==> config.mk <==
export PLATFORM = sky130hd
export DESIGN_NAME = cpu6502_opcode_decoder_unit
export DESIGN_NICKNAME = d
export VERILOG_FILES = /design/src/sv/c6502dec_pkg.sv /design/src/sv/cpu6502_opcode_decoder_unit.sv /design/src/sv/c6502dec_decode.sv
export SDC_FILE = /design/constraint.sdc
export NUM_CORES = 1
export LEC_CHECK = 0
export ABC_AREA = 0
export BUFFER_PORTS_ARGS = -buffer_cell sky130_fd_sc_hd__buf_2
export CORE_UTILIZATION = 31
export CTS_CLUSTER_DIAMETER = 100
export DETAILED_ROUTE_END_ITERATION = 6
export GPL_ROUTABILITY_DRIVEN = 0
export HOLD_SLACK_MARGIN = 0.05
export MAX_ROUTING_LAYER = met4
export PLACE_DENSITY_LB_ADDON = 0.1
export SLEW_MARGIN = 5
export SYNTH_ARGS = -nofsm -noshare
export SYNTH_HDL_FRONTEND = slang
export SYNTH_SLANG_ARGS = --single-unit
==> constraint.sdc <==
create_clock -name clk -period 2.7 [get_ports clk]
set_clock_uncertainty 0.05 [all_clocks]
set_input_delay 0.405 -clock clk [delete_from_list [all_inputs] [get_ports clk]]
set_output_delay 0.405 -clock clk [all_outputs]
set_load 0.01 [all_outputs]
==> src/sv/c6502dec_pkg.sv <==
// shared types, constants and opcode table for the 6502 opcode decoder
package c6502dec_pkg;

	localparam int OpcodeWidth = 8;
	localparam int CodeWidth   = 7;
	localparam int ModeWidth   = 4;
	localparam int InDataWidth  = 8;
	localparam int OutDataWidth = 16;

	// opcode byte fields
	localparam int RowMsb = 7;
	localparam int RowLsb = 5;
	localparam int ColMsb = 4;
	localparam int ColLsb = 2;
	localparam int GrpMsb = 1;
	localparam int GrpLsb = 0;

	localparam logic [2:0] RowBitJmp = 3'd1;
	localparam logic [2:0] RowJmpInd = 3'd3;
	localparam logic [2:0] RowLastImp = 3'd3;
	localparam logic [2:0] RowStore = 3'd4;
	localparam logic [2:0] RowLoad  = 3'd5;

	localparam logic [1:0] GrpCtl = 2'd0;
	localparam logic [1:0] GrpAlu = 2'd1;
	localparam logic [1:0] GrpRmw = 2'd2;
	localparam logic [1:0] GrpIll = 2'd3;

	localparam logic [2:0] ColZpInd  = 3'd0;
	localparam logic [2:0] ColZp     = 3'd1;
	localparam logic [2:0] ColImm    = 3'd2;
	localparam logic [2:0] ColAbs    = 3'd3;
	localparam logic [2:0] ColIndY   = 3'd4;
	localparam logic [2:0] ColZpIdx  = 3'd5;
	localparam logic [2:0] ColAbsY   = 3'd6;
	localparam logic [2:0] ColAbsIdx = 3'd7;

	localparam logic [CodeWidth-1:0] InsnLast = 7'd76;
	localparam logic [OpcodeWidth-1:0] OpJmpInd = 8'h6C;

	typedef enum logic [ModeWidth-1:0] {
		AM_IMP = 4'd0,
		AM_ACC = 4'd1,
		AM_IMM = 4'd2,
		AM_ZP  = 4'd3,
		AM_ZPX = 4'd4,
		AM_ZPY = 4'd5,
		AM_ABS = 4'd6,
		AM_ABX = 4'd7,
		AM_ABY = 4'd8,
		AM_IND = 4'd9,
		AM_IZX = 4'd10,
		AM_IZY = 4'd11,
		AM_REL = 4'd12
	} addr_mode_t;

	typedef struct packed {
		logic [CodeWidth-1:0] code;
		addr_mode_t           mode;
	} dec_result_t;

	// instruction numbers indexed by {group, row, column}
	localparam logic [CodeWidth-1:0] INSN_TAB [256] = '{
		// group 0
		7'd0,  7'd1,  7'd2,  7'd1,  7'd3,  7'd1,  7'd4,  7'd1,
		7'd5,  7'd6,  7'd7,  7'd6,  7'd8,  7'd1,  7'd9,  7'd1,
		7'd10, 7'd1,  7'd11, 7'd12, 7'd13, 7'd1,  7'd14, 7'd1,
		7'd15, 7'd1,  7'd16, 7'd12, 7'd17, 7'd1,  7'd18, 7'd1,
		7'd1,  7'd19, 7'd20, 7'd19, 7'd21, 7'd19, 7'd22, 7'd23,
		7'd24, 7'd24, 7'd25, 7'd24, 7'd26, 7'd24, 7'd27, 7'd24,
		7'd28, 7'd28, 7'd29, 7'd28, 7'd30, 7'd1,  7'd31, 7'd1,
		7'd32, 7'd32, 7'd33, 7'd32, 7'd34, 7'd1,  7'd35, 7'd1,
		// group 1
		7'd36, 7'd36, 7'd36, 7'd36, 7'd36, 7'd36, 7'd36, 7'd36,
		7'd37, 7'd37, 7'd37, 7'd37, 7'd37, 7'd37, 7'd37, 7'd37,
		7'd38, 7'd38, 7'd38, 7'd38, 7'd38, 7'd38, 7'd38, 7'd38,
		7'd39, 7'd39, 7'd39, 7'd39, 7'd39, 7'd39, 7'd39, 7'd39,
		7'd40, 7'd40, 7'd1,  7'd40, 7'd40, 7'd40, 7'd40, 7'd40,
		7'd41, 7'd41, 7'd41, 7'd41, 7'd41, 7'd41, 7'd41, 7'd41,
		7'd42, 7'd42, 7'd42, 7'd42, 7'd42, 7'd42, 7'd42, 7'd42,
		7'd43, 7'd43, 7'd43, 7'd43, 7'd43, 7'd43, 7'd43, 7'd43,
		// group 2
		7'd44, 7'd45, 7'd45, 7'd45, 7'd44, 7'd45, 7'd1,  7'd45,
		7'd44, 7'd46, 7'd46, 7'd46, 7'd44, 7'd46, 7'd1,  7'd46,
		7'd44, 7'd47, 7'd47, 7'd47, 7'd44, 7'd47, 7'd1,  7'd47,
		7'd44, 7'd48, 7'd48, 7'd48, 7'd44, 7'd48, 7'd1,  7'd48,
		7'd1,  7'd49, 7'd50, 7'd49, 7'd44, 7'd49, 7'd51, 7'd52,
		7'd53, 7'd53, 7'd54, 7'd53, 7'd44, 7'd53, 7'd55, 7'd53,
		7'd1,  7'd56, 7'd57, 7'd56, 7'd44, 7'd56, 7'd1,  7'd56,
		7'd1,  7'd58, 7'd1,  7'd58, 7'd44, 7'd58, 7'd1,  7'd58,
		// group 3
		7'd59, 7'd59, 7'd60, 7'd59, 7'd59, 7'd59, 7'd59, 7'd59,
		7'd61, 7'd61, 7'd60, 7'd61, 7'd61, 7'd61, 7'd61, 7'd61,
		7'd62, 7'd62, 7'd63, 7'd62, 7'd62, 7'd62, 7'd62, 7'd62,
		7'd64, 7'd64, 7'd65, 7'd64, 7'd64, 7'd64, 7'd64, 7'd64,
		7'd66, 7'd66, 7'd67, 7'd66, 7'd68, 7'd66, 7'd69, 7'd68,
		7'd70, 7'd70, 7'd71, 7'd70, 7'd70, 7'd70, 7'd72, 7'd70,
		7'd73, 7'd73, 7'd74, 7'd73, 7'd73, 7'd73, 7'd73, 7'd73,
		7'd75, 7'd75, 7'd76, 7'd75, 7'd75, 7'd75, 7'd75, 7'd75
	};

endpackage

==> src/sv/cpu6502_opcode_decoder_unit.sv <==
// top level of the 6502 opcode decoder: input register, decode, result register
//
//   channel  dir  item                         tdata bits
//   s_*      in   one opcode byte              [7:0] opcode_byte
//   m_*      out  decoded instruction + mode   [6:0] instruction_code, [10:7] address_mode
//
// one item per cycle sustained while m_tready is high; the result passes both registers
// the decode sits between the opcode register (_s1) and the result register (_s2)
// arst_n clears both valid flags; the data registers are not reset
// a stall on m_tready holds the result; s_tready drops only when both stages are full
module cpu6502_opcode_decoder_unit (
	input  logic        clk,
	input  logic        arst_n,
	input  logic        s_tvalid,
	output logic        s_tready,
	input  logic [7:0]  s_tdata,   // [7:0] opcode_byte
	output logic        m_tvalid,
	input  logic        m_tready,
	output logic [15:0] m_tdata    // [6:0] instruction_code, [10:7] address_mode, rest zero
);

	logic                                       valid_s1;
	logic [c6502dec_pkg::OpcodeWidth-1:0]       opcode_s1;
	logic                                       valid_s2;
	c6502dec_pkg::dec_result_t                  result_s2;
	c6502dec_pkg::dec_result_t                  dec_result;
	logic                                       adv_s2;
	logic                                       adv_s1;

	assign adv_s2   = !valid_s2 || m_tready;
	assign s_tready = !valid_s1 || adv_s2;
	assign adv_s1   = s_tvalid && s_tready;

	always_ff @(posedge clk or negedge arst_n) begin
		if (!arst_n) begin
			valid_s1 <= 1'b0;
		end else if (s_tready) begin
			valid_s1 <= s_tvalid;
		end
	end

	always_ff @(posedge clk) begin
		if (adv_s1) begin
			opcode_s1 <= s_tdata[c6502dec_pkg::OpcodeWidth-1:0];
		end
	end

	c6502dec_decode u_decode (
		.opcode (opcode_s1),
		.result (dec_result)
	);

	always_ff @(posedge clk or negedge arst_n) begin
		if (!arst_n) begin
			valid_s2 <= 1'b0;
		end else if (adv_s2) begin
			valid_s2 <= valid_s1;
		end
	end

	always_ff @(posedge clk) begin
		if (adv_s2 && valid_s1) begin
			result_s2 <= dec_result;
		end
	end

	assign m_tvalid = valid_s2;
	assign m_tdata  = {{(c6502dec_pkg::OutDataWidth - c6502dec_pkg::CodeWidth
		- c6502dec_pkg::ModeWidth){1'b0}}, result_s2.mode, result_s2.code};

	// empty opcode stage always takes an item
	a_ready_when_empty: assert property (@(posedge clk) disable iff (!arst_n)
		!valid_s1 |-> s_tready)
		else $error("input not ready with empty opcode stage");

	// both stages full and output stalled: nothing may enter
	a_full_blocks: assert property (@(posedge clk) disable iff (!arst_n)
		(valid_s1 && valid_s2 && !m_tready) |-> !s_tready)
		else $error("input accepted into a full pipeline");

	// jump indirect must decode to the indirect mode
	a_jmp_ind: assert property (@(posedge clk) disable iff (!arst_n)
		(valid_s1 && adv_s2 && opcode_s1 == c6502dec_pkg::OpJmpInd)
		|=> (result_s2.mode == c6502dec_pkg::AM_IND))
		else $error("jump indirect decoded to wrong mode");

	// presented result stays inside the code and mode ranges
	a_range: assert property (@(posedge clk) disable iff (!arst_n)
		m_tvalid |-> (result_s2.code <= c6502dec_pkg::InsnLast
			&& result_s2.mode <= c6502dec_pkg::AM_REL))
		else $error("decoded result out of range");

	// an item held in the opcode stage is not lost while the result stage stalls
	a_hold_s1: assert property (@(posedge clk) disable iff (!arst_n)
		(valid_s1 && !adv_s2) |=> (valid_s1 && $stable(opcode_s1)))
		else $error("opcode stage lost its item during a stall");

endmodule

==> src/sv/c6502dec_decode.sv <==
// combinational opcode decode: instruction lookup and addressing mode rules
module c6502dec_decode (
	input  logic [c6502dec_pkg::OpcodeWidth-1:0] opcode,
	output c6502dec_pkg::dec_result_t            result
);

	logic [2:0] row;
	logic [2:0] col;
	logic [1:0] grp;
	logic       y_row;
	c6502dec_pkg::addr_mode_t mode;

	assign row = opcode[c6502dec_pkg::RowMsb:c6502dec_pkg::RowLsb];
	assign col = opcode[c6502dec_pkg::ColMsb:c6502dec_pkg::ColLsb];
	assign grp = opcode[c6502dec_pkg::GrpMsb:c6502dec_pkg::GrpLsb];

	// x-register ops in rows 4 and 5 swap the index register to y
	assign y_row = grp[1] && (row == c6502dec_pkg::RowStore || row == c6502dec_pkg::RowLoad);

	always_comb begin
		mode = c6502dec_pkg::AM_IMP;
		unique case (col)
			c6502dec_pkg::ColZpInd: begin
				if (grp == c6502dec_pkg::GrpCtl) begin
					if (row == c6502dec_pkg::RowBitJmp) mode = c6502dec_pkg::AM_ABS;
					else if (row <= c6502dec_pkg::RowLastImp) mode = c6502dec_pkg::AM_IMP;
					else mode = c6502dec_pkg::AM_IMM;
				end else if (grp == c6502dec_pkg::GrpRmw) begin
					mode = c6502dec_pkg::AM_IMM;
				end else begin
					mode = c6502dec_pkg::AM_IZX;
				end
			end
			c6502dec_pkg::ColZp: mode = c6502dec_pkg::AM_ZP;
			c6502dec_pkg::ColImm: begin
				if (grp == c6502dec_pkg::GrpCtl) mode = c6502dec_pkg::AM_IMP;
				else if (grp == c6502dec_pkg::GrpRmw)
					mode = (row <= c6502dec_pkg::RowLastImp) ? c6502dec_pkg::AM_ACC
						: c6502dec_pkg::AM_IMP;
				else mode = c6502dec_pkg::AM_IMM;
			end
			c6502dec_pkg::ColAbs: begin
				mode = (grp == c6502dec_pkg::GrpCtl && row == c6502dec_pkg::RowJmpInd)
					? c6502dec_pkg::AM_IND : c6502dec_pkg::AM_ABS;
			end
			c6502dec_pkg::ColIndY: begin
				if (grp == c6502dec_pkg::GrpCtl) mode = c6502dec_pkg::AM_REL;
				else if (grp == c6502dec_pkg::GrpRmw) mode = c6502dec_pkg::AM_IMP;
				else mode = c6502dec_pkg::AM_IZY;
			end
			c6502dec_pkg::ColZpIdx: mode = y_row ? c6502dec_pkg::AM_ZPY : c6502dec_pkg::AM_ZPX;
			c6502dec_pkg::ColAbsY: mode = grp[0] ? c6502dec_pkg::AM_ABY : c6502dec_pkg::AM_IMP;
			c6502dec_pkg::ColAbsIdx: mode = y_row ? c6502dec_pkg::AM_ABY : c6502dec_pkg::AM_ABX;
			default: mode = c6502dec_pkg::AM_IMP;
		endcase
	end

	assign result.code = c6502dec_pkg::INSN_TAB[{grp, row, col}];
	assign result.mode = mode;

endmodule

# Yosys cells after proc, flatten, opt, wreduce, memory -nomap -nowiden
# Memory sizes are Yosys's and may differ from the RTL's. A register that Yosys moved wholly into a read port is not among the register bits.
# Cells that the tools add are included.
[classes]
multipliers = 0
n_eq_ne = 12
div = 0
mux = 14
magnitude_cmp = 1
n_reduce_logical = 11
shifts = 0
bitwise = 1
addsub = 0
[ops]
columns = ["cell", "n"]
rows = [
  ["two-way mux 4 bit", 10],
  ["case mux 4 bit (8 select lines)", 1],
  ["== test 3 bit (second input constant)", 6],
  ["== test 3 x 2 -> 1 bit (second input constant)", 3],
  ["inverter 8 -> 9 bit", 1],
  ["== test 3 x 1 -> 1 bit (second input constant)", 2],
  ["logical AND 1 bit", 4],
  ["less-or-equal comparator 3 x 2 -> 1 bit (second input constant)", 1],
  ["zero test 3 bit", 1],
  ["logical OR 1 bit", 3],
  ["== test 2 bit (second input constant)", 1],
  ["zero test 1 bit", 2],
  ["zero test 2 bit", 1],
  ["two-way mux 1 bit", 2],
  ["two-way mux 2 bit", 1],
]
[totals]
mem_count = 1
output_inout_bits = 18
reg_bits = 14
ram_bits = 0
latch_bits = 0
mem_bits_ro = 1792
[mem_list]
columns = ["name", "words", "width", "rd", "rd_ports_with_merged_regs", "wr", "line", "source"]
rows = [
  ["(no name shown)", 256, 7, 1, 1, 0, "c6502dec_decode.sv:58", "assign result.code = c6502dec_pkg::INSN_TAB[{grp, row, col}];"],
]

# Logic depth before layout (Yosys ltp)
# Gate-level depths: netlist of run 1.
[logic_depth]
word_depth = 5
mapped_depth = 9
depth_no_buf = 7

# Cells and area by module
# From an unflattened synthesis of run 1, not the netlist that was laid out.
[unflattened]
cells_unflattened = 245
area_unflattened_um2 = 1968.1
[modules_own_cells]
columns = ["mod", "cells_per_inst", "seq_area_each_um2", "area_per_inst_um2", "instances"]
rows = [
  ["c6502dec_decode", 212, 0.0, 1252.5, 1],
  ["cpu6502_opcode_decoder_unit", 33, 620.6, 715.7, 1],
]

# Worst setup path after synthesis of run 1
# OpenSTA, ideal clock, no wires.
[synth_timing]
path_type = "register to register"
startpoint = "register opcode_s1[2] in the netlist's numbering"
endpoint = "register, netlist name m_tdata[1]"
setup_ns = 0.265
slack_ns = 0.441
arrival_ns = 1.944
synth_period_minus_slack_ns = 2.259
required_ns = 2.385
path_stages_with_launch = 9
n_path_buf = 1
cell_sequence = "edfxtp_1 > buf_2 > inv_1 > ha_1 > a21bo_1 > a221o_1 > o22ai_2 > o32ai_1 > or3_1"
[synth_via]
elab_chain_cells = 1
[synth_lines]
columns = ["element", "line", "source"]
rows = [
  ["start: declaration", "cpu6502_opcode_decoder_unit.sv:23", "logic [c6502dec_pkg::OpcodeWidth-1:0] opcode_s1;"],
  ["start signal: assignment", "cpu6502_opcode_decoder_unit.sv:44", "opcode_s1 <= s_tdata[c6502dec_pkg::OpcodeWidth-1:0];"],
  ["inverter 8 -> 9 bit (implied by the code)", "c6502dec_decode.sv:58", ""],
]
# No other way between the ends.
# A chain may end at the register's enable or synchronous reset.

# Final worst setup path of run 1
[layout_timing]
startpoint = "register opcode_s1[3] in the netlist's numbering"
endpoint = "register, netlist name m_tdata[0]"
[layout_via]
elab_chain_cells = 1
[layout_lines]
columns = ["element", "line"]
rows = [
  ["inverter 8 -> 9 bit (implied by the code)", "c6502dec_decode.sv:58"],
]
# No other way between the ends.

==> tab_implementation.tex, run 1 <==
\begin{tabular}{lr}
\hline
Metric & Value \\
\hline
\multicolumn{2}{l}{\textbf{GRT}} \\
Number of global-route vias before repair & 1,826 \\
Global-route wire length before repair & 9.53 mm \\
Aggregate global-route resource usage & 0.193 \\
Number of antenna violations at the first check in global routing & 0 \\
Total gr overflow & 0 \\
Largest net degree at the start of global routing & 17 \\
\multicolumn{2}{l}{\textbf{Min path}} \\
Worst hold path class & in2reg \\
Number of instances on the worst hold path & 1 \\
\multicolumn{2}{l}{\textbf{Finish}} \\
Fraction of final layout cells with drive strength greater than 1 & 0.195 \\
Final core utilization & 0.366 \\
Filler Cell Count & 625 \\
Number of inserted diodes & 0 \\
Post-layout nets & 280 \\
Area growth from synthesis to layout & 11.6\% \\
Area of combinational cells with multiple inputs & 0.00118 mm\^{}2 \\
Storage cell area & 621 um\^{}2 \\
\multicolumn{2}{l}{\textbf{Floorplanning}} \\
Row cnt & 28 \\
Initial core utilization & 0.328 \\
Overall die area & 0.00675 mm\^{}2 \\
Height of the chip & 82.1 um \\
Die outline width & 82.1 um \\
CORE AREA & 0.00606 mm\^{}2 \\
Number of primary I/O pins & 30 \\
\multicolumn{2}{l}{\textbf{Worst setup path}} \\
Critical path capture point type & flip-flop \\
Maximum fanout along the worst path & 12 \\
WP data required & 2660 ps \\
Critical Path Start Type & flip-flop \\
Arrival time at the worst endpoint & 2310 ps \\
Crit path kind & reg2reg \\
Cells on worst reg2reg path & 7 \\
\multicolumn{2}{l}{\textbf{STA}} \\
Slew at the pin closest to its max-slew limit & 661 ps \\
Share of the clock period used by the worst path & 0.871 \\
Final Max Slew Viols & 0 \\
Worst slew slack as a fraction of its limit & 0.559 \\
Final-report hold violation count & 0 \\
Final TNS setup & 0 ps \\
Number of failing setup endpoints in the final timing report & 0 \\
RSZ-0062 raised after global routing & false \\
Clock period minus final worst setup slack & 2350 ps \\
Maximum operating frequency & 0.425 GHz \\
\multicolumn{2}{l}{\textbf{CTS}} \\
CTS clk-pin slew, worst paths & 70 ps \\
Sinks on Clock Net & 21 \\
Buffers inserted during post-CTS setup optimization & 0 \\
CTS tree & yes \\
Deepest level of the CTS H-tree & 1 \\
Number of buffers created by CTS & 3 \\
Clock latency reported for the late side of the worst-skew pair & 250 ps \\
CTS max path bufs & 2 \\
Clock root buffer & clkbuf\_8 \\
\multicolumn{2}{l}{\textbf{Synth}} \\
Synth Area per Inst & 8.26 um\^{}2 \\
Synth top area share & 0.287 \\
Register bit total from synthesis & 21 \\
Leading cell type by number of instances after synthesis & nor2\_1 \\
Area leader, netlist & edfxtp\_1 \\
Unique masters post-synth & 58 \\
Combined area of all synthesized cells & 0.00199 mm\^{}2 \\
Sequential-to-total area share from yosys stat & 0.312 \\
Post-synth ARST share & 0.0952 \\
Instance count of the mapped netlist & 241 \\
Cell types with the largest area share after synthesis & edfxtp\_1 (29\%), a21oi\_1 (5.5\%), nor2\_1 (4.5\%) \\
Number of flops mapped to enable cells by yosys & 19 \\
Number of synthesis warnings & 0 \\
Top cell types by occurrence after synthesis & nor2\_1 (24), a21oi\_1 (22), edfxtp\_1 (19) \\
Flip-flop cell with the highest count after synthesis & edfxtp\_1 \\
\multicolumn{2}{l}{\textbf{Placed design}} \\
IO Port Bufs & 24 \\
Sum of net half-perimeters after detailed placement & 4.24 mm \\
\multicolumn{2}{l}{\textbf{Power}} \\
Max VDD drop & 0.188 mV \\
Power density over cell area & 412 mW/mm\^{}2 \\
Standby leakage power & 0.859 nW \\
\multicolumn{2}{l}{\textbf{Routing}} \\
\# DRC & 0 \\
Routed WL per cell & 17.5 um \\
Drt via density & 5.90 \\
Number of DRC markers after the initial detailed-route iteration & 281 \\
Length of routed wiring on met1 & 2.54 mm \\
Detail Route Antenna Nets & 0 \\
Highest routed layer & met4 \\
Routed WL & 5.88 mm \\
Met3 routed wirelength & 380 um \\
Via count & 1,984 \\
Wire length on met2 & 2.82 mm \\
Initial DRT Pass Iterations & 5 \\
\multicolumn{2}{l}{\textbf{Run}} \\
Max-capacitance violation count & 0 \\
\multicolumn{2}{l}{\textbf{Run status}} \\
Run status & complete, no violations \\
\hline
\end{tabular}
-- worst max-delay path: stages (launching register included) --
cell and delay (ps):
edfxtp_1 460, inv_1 150, ha_1 490, nor2b_1 120, o311a_1 350, a31oi_1 150
a221oi_1 110, a211o_1 230
-- sequential cells by signal, indices dropped and copies added (netlist names) --
signal,count
m_tdata,11
opcode_s1,8
valid_s1,1
m_tvalid,1
-- kinds of logic (layout without fill, tap and decap cells) --
family / after synthesis / after routing / share of synthesized area
buf+inv: 36 / 52 / 0.101
fa+ha+maj: 6 / 6 / 0.0377
compound gates: 88 / 88 / 0.316
mux: 3 / 3 / 0.0151
flops: 21 / 21 / 0.312
simple gates: 86 / 86 / 0.217
other cells: 1 / 5 / 0.00188
-- path summary, 6_finish.rpt --
check / from / slack, ps / to
setup / recovery: opcode_s1[3] / 350 / m_tdata[0]
hold / removal: s_tdata[7] / 270 / opcode_s1[7]
setup reg to reg: opcode_s1[3] / 350 / m_tdata[0]
hold reg to reg: valid_s1 / 450 / m_tvalid
max in group asynchronous: arst_n / 2080 / valid_s1
min in group asynchronous: arst_n / 430 / m_tvalid
-- power by group --
group	internal, mW	leakage (nW)	switching [mW]
Clock	0.105	0.0228	0.0981
Combinational	0.117	0.631	0.179
Sequential	0.391	0.205	0.0260
Total	0.613	0.859	0.303
-- layout make-up --
type,instances,area share
inverters,7,0.0118
repair buffers,41,0.113
well taps,75,0.0423
flip-flops and latches,21,0.279
clock buffers,4,0.0203
multi-input cells,188,0.534
-- per-stage QoR --
stage               worst slack (ps)  area (um^2)  total power [mW]  hold WS, ps  cells
finish                           348         2220             0.916          272    336
global route                    73.1         2220             0.975          256    336
CTS                              360         2220             0.923          265    336
detailed placement               383         2170             0.714          141    331
global placement                 362         2170             0.720          140    331
floorplan                        441         2010             0.630         59.4    245
-- per-layer routing --
| metal | up-vias | global-route usage |
|---|---|---|
| met2 | 95 | 0.296 |
| met3 | 12 | 0.0374 |
| met5 | - | - |
| met4 | 0 | 0.0702 |
| li1 | 938 | - |
| met1 | 939 | 0.252 |
-- timing repair --
item,in CTS,in global routing
hold buffers,1,0
gates resized for setup,0,0
hold endpoints to repair,2,0
-- layout by cell type, fill, tap and decap left out, types with 4 or more instances in the layout --
cell type,netlist,final
nand2_1,17,17
buf_4,9,16
nor2b_1,10,10
nand2b_1,8,8
nor3_1,4,4
nand4_1,4,4
nand3_1,7,7
ha_1,6,6
buf_2,13,24
nor2_1,24,24
a21oi_1,22,22
o21ai_0,14,14
a221oi_1,5,5
conb_1,1,5
inv_1,5,5
edfxtp_1,19,19
(Power assumes the default switching activity.)
==> run 2, diff against run 1 <==
--- a/config.mk
+++ b/config.mk
@@ -7,6 +7,7 @@
 export LEC_CHECK = 0
 export ABC_AREA = 0
 export BUFFER_PORTS_ARGS = -buffer_cell sky130_fd_sc_hd__buf_2
+export CORE_ASPECT_RATIO = 1.4
 export CORE_UTILIZATION = 31
 export CTS_CLUSTER_DIAMETER = 100
 export DETAILED_ROUTE_END_ITERATION = 6
@@ -14,6 +15,7 @@
 export HOLD_SLACK_MARGIN = 0.05
 export MAX_ROUTING_LAYER = met4
 export PLACE_DENSITY_LB_ADDON = 0.1
+export REMOVE_ABC_BUFFERS = 1
 export SLEW_MARGIN = 5
 export SYNTH_ARGS = -nofsm -noshare
 export SYNTH_HDL_FRONTEND = slang
==> tab_implementation.tex, run 2 (synthesis results as in run 1) <==
\begin{tabular}{lr}
\hline
Metric & Value \\
\hline
\multicolumn{2}{l}{\textbf{Run status}} \\
Run status & complete, no violations \\
\multicolumn{2}{l}{\textbf{Min path}} \\
Worst hold path class & in2reg \\
\multicolumn{2}{l}{\textbf{Placed design}} \\
Sum of net half-perimeters after detailed placement & 4.39 mm \\
IO Port Bufs & 24 \\
Post-Place Cell Area & 0.00215 mm\^{}2 \\
\multicolumn{2}{l}{\textbf{Finish}} \\
Area growth from synthesis to layout & 11.1\% \\
Final standard cell area without fillers & 0.00221 mm\^{}2 \\
Fraction of final layout cells with drive strength greater than 1 & 0.196 \\
Final core utilization & 0.356 \\
Number of flip-flops under the largest register name & 11 \\
Number of inserted diodes & 0 \\
Highest-count cells in the layout ignoring fill and taps & nor2\_1 (24), buf\_2 (24), a21oi\_1 (22), edfxtp\_1 (19), nand2\_1 (17) \\
Post-layout nets & 279 \\
\multicolumn{2}{l}{\textbf{Run}} \\
Max-capacitance violation count & 0 \\
\multicolumn{2}{l}{\textbf{STA}} \\
Final-report hold violation count & 0 \\
Worst slew slack as a fraction of its limit & 0.561 \\
Number of failing setup endpoints in the final timing report & 0 \\
Slew at the pin closest to its max-slew limit & 659 ps \\
RSZ-0062 raised after global routing & false \\
Final hold slack & 254 ps \\
Maximum operating frequency & 0.427 GHz \\
Share of the clock period used by the worst path & 0.868 \\
Clock period minus final worst setup slack & 2340 ps \\
Final Max Slew Viols & 0 \\
Final TNS setup & 0 ps \\
\multicolumn{2}{l}{\textbf{Routing}} \\
Routed WL & 6.04 mm \\
Via count & 1,932 \\
Number of DRC markers after the initial detailed-route iteration & 111 \\
Drt via density & 5.82 \\
Routed WL per cell & 18.2 um \\
\# DRC & 0 \\
Initial DRT Pass Iterations & 4 \\
Detail Route Antenna Nets & 0 \\
\multicolumn{2}{l}{\textbf{Power}} \\
Power density over cell area & 424 mW/mm\^{}2 \\
Max VDD drop & 0.179 mV \\
Standby leakage power & 0.857 nW \\
\multicolumn{2}{l}{\textbf{CTS}} \\
Buffers inserted during post-CTS setup optimization & 0 \\
Deepest level of the CTS H-tree & 1 \\
Clock latency reported for the late side of the worst-skew pair & 270 ps \\
CTS max path bufs & 2 \\
Post-CTS Hold Fix Bufs & 1 \\
Sinks on Clock Net & 21 \\
CTS tree & yes \\
Number of gates resized after CTS & 0 \\
CTS clk-pin slew, worst paths & 90 ps \\
Number of buffers created by CTS & 3 \\
Clock root buffer & clkbuf\_8 \\
\multicolumn{2}{l}{\textbf{Floorplanning}} \\
CORE AREA & 0.00621 mm\^{}2 \\
Height of the chip & 96.8 um \\
Number of primary I/O pins & 30 \\
Initial core utilization & 0.321 \\
Die outline width & 69.7 um \\
Overall die area & 0.00675 mm\^{}2 \\
Row cnt & 34 \\
\multicolumn{2}{l}{\textbf{Worst setup path}} \\
Slowest CP cell & a2111oi\_2 \\
WP data required & 2750 ps \\
Critical R2R Capture & m\_tdata[8] \\
End of the critical path & m\_tdata[8] \\
Delay contributed by the slowest stage of the critical path & 560 ps \\
Worst setup startpoint & opcode\_s1[3] \\
Arrival time at the worst endpoint & 2400 ps \\
Internal reg-to-reg setup slack & 360 ps \\
Critical path capture point type & flip-flop \\
Worst reg2reg startpoint & opcode\_s1[3] \\
Maximum fanout along the worst path & 12 \\
Critical Path Start Type & flip-flop \\
Ordered list of cells on the worst path & inv\_1 -> ha\_1 -> buf\_4 -> a2111oi\_2 -> a21oi\_1 -> o21a\_1 -> a32oi\_1 \\
Crit path kind & reg2reg \\
Cells on worst reg2reg path & 7 \\
\multicolumn{2}{l}{\textbf{GRT}} \\
Number of antenna violations at the first check in global routing & 0 \\
Total gr overflow & 0 \\
Aggregate global-route resource usage & 0.188 \\
Global-route wire length before repair & 9.70 mm \\
Number of global-route vias before repair & 1,783 \\
Largest net degree at the start of global routing & 23 \\
\hline
\end{tabular}
==> run 2: how the worst min path moves through the flow <==
stage                           from      endpoint  slack [ps]  depth (start not counted)
after detailed placement      arst_n      m_tvalid         140                          1
after floorplan               arst_n      m_tvalid          60                          0
after CTS                 s_tdata[0]  opcode_s1[0]         250                          1
after global placement        arst_n      m_tvalid         140                          1
final                     s_tdata[3]  opcode_s1[3]         250                          1
after global routing      s_tdata[2]  opcode_s1[2]         240                          1
==> run 2: layout make-up <==
class / instances / area [um^2]
inverter: 7 / 26.3
tap: 72 / 90.1
clock buffer: 3 / 41.3
sequential: 21 / 621
clock inverter: 1 / 5.00
timing repair buffer: 40 / 243
fill: 666 / 4000
multi-input combinational: 188 / 1180
==> run 2: per-stage QoR <==
stage / std cells / worst slack [ps] / total power, mW
after floorplan: 216 / 277 / 0.606
after global placement: 327 / 428 / 0.723
after detailed placement: 327 / 401 / 0.717
after CTS: 332 / 383 / 0.941
after global routing: 332 / 214 / 0.994
final: 332 / 356 / 0.938
==> run 2: worst max-delay path: cells and delay by family, from the launching register on <==
family	cells	cell delay [ps]
adder cells (fa/ha/maj)	1	370
AO/OA/AOI/OAI	4	970
buffers and inverters	2	360
flip-flops	1	430
==> run 2: power breakdown <==
group	switching, mW	internal [mW]
logic	0.176	0.116
clock network	0.119	0.103
registers	0.0325	0.392
==> run 2: metal layers <==
metal / share of wire / track usage
met5: 0 / -
met2: 0.49 / 0.302
met3: 0.058 / 0.0219
met4: 0.048 / 0.0938
met1: 0.40 / 0.231
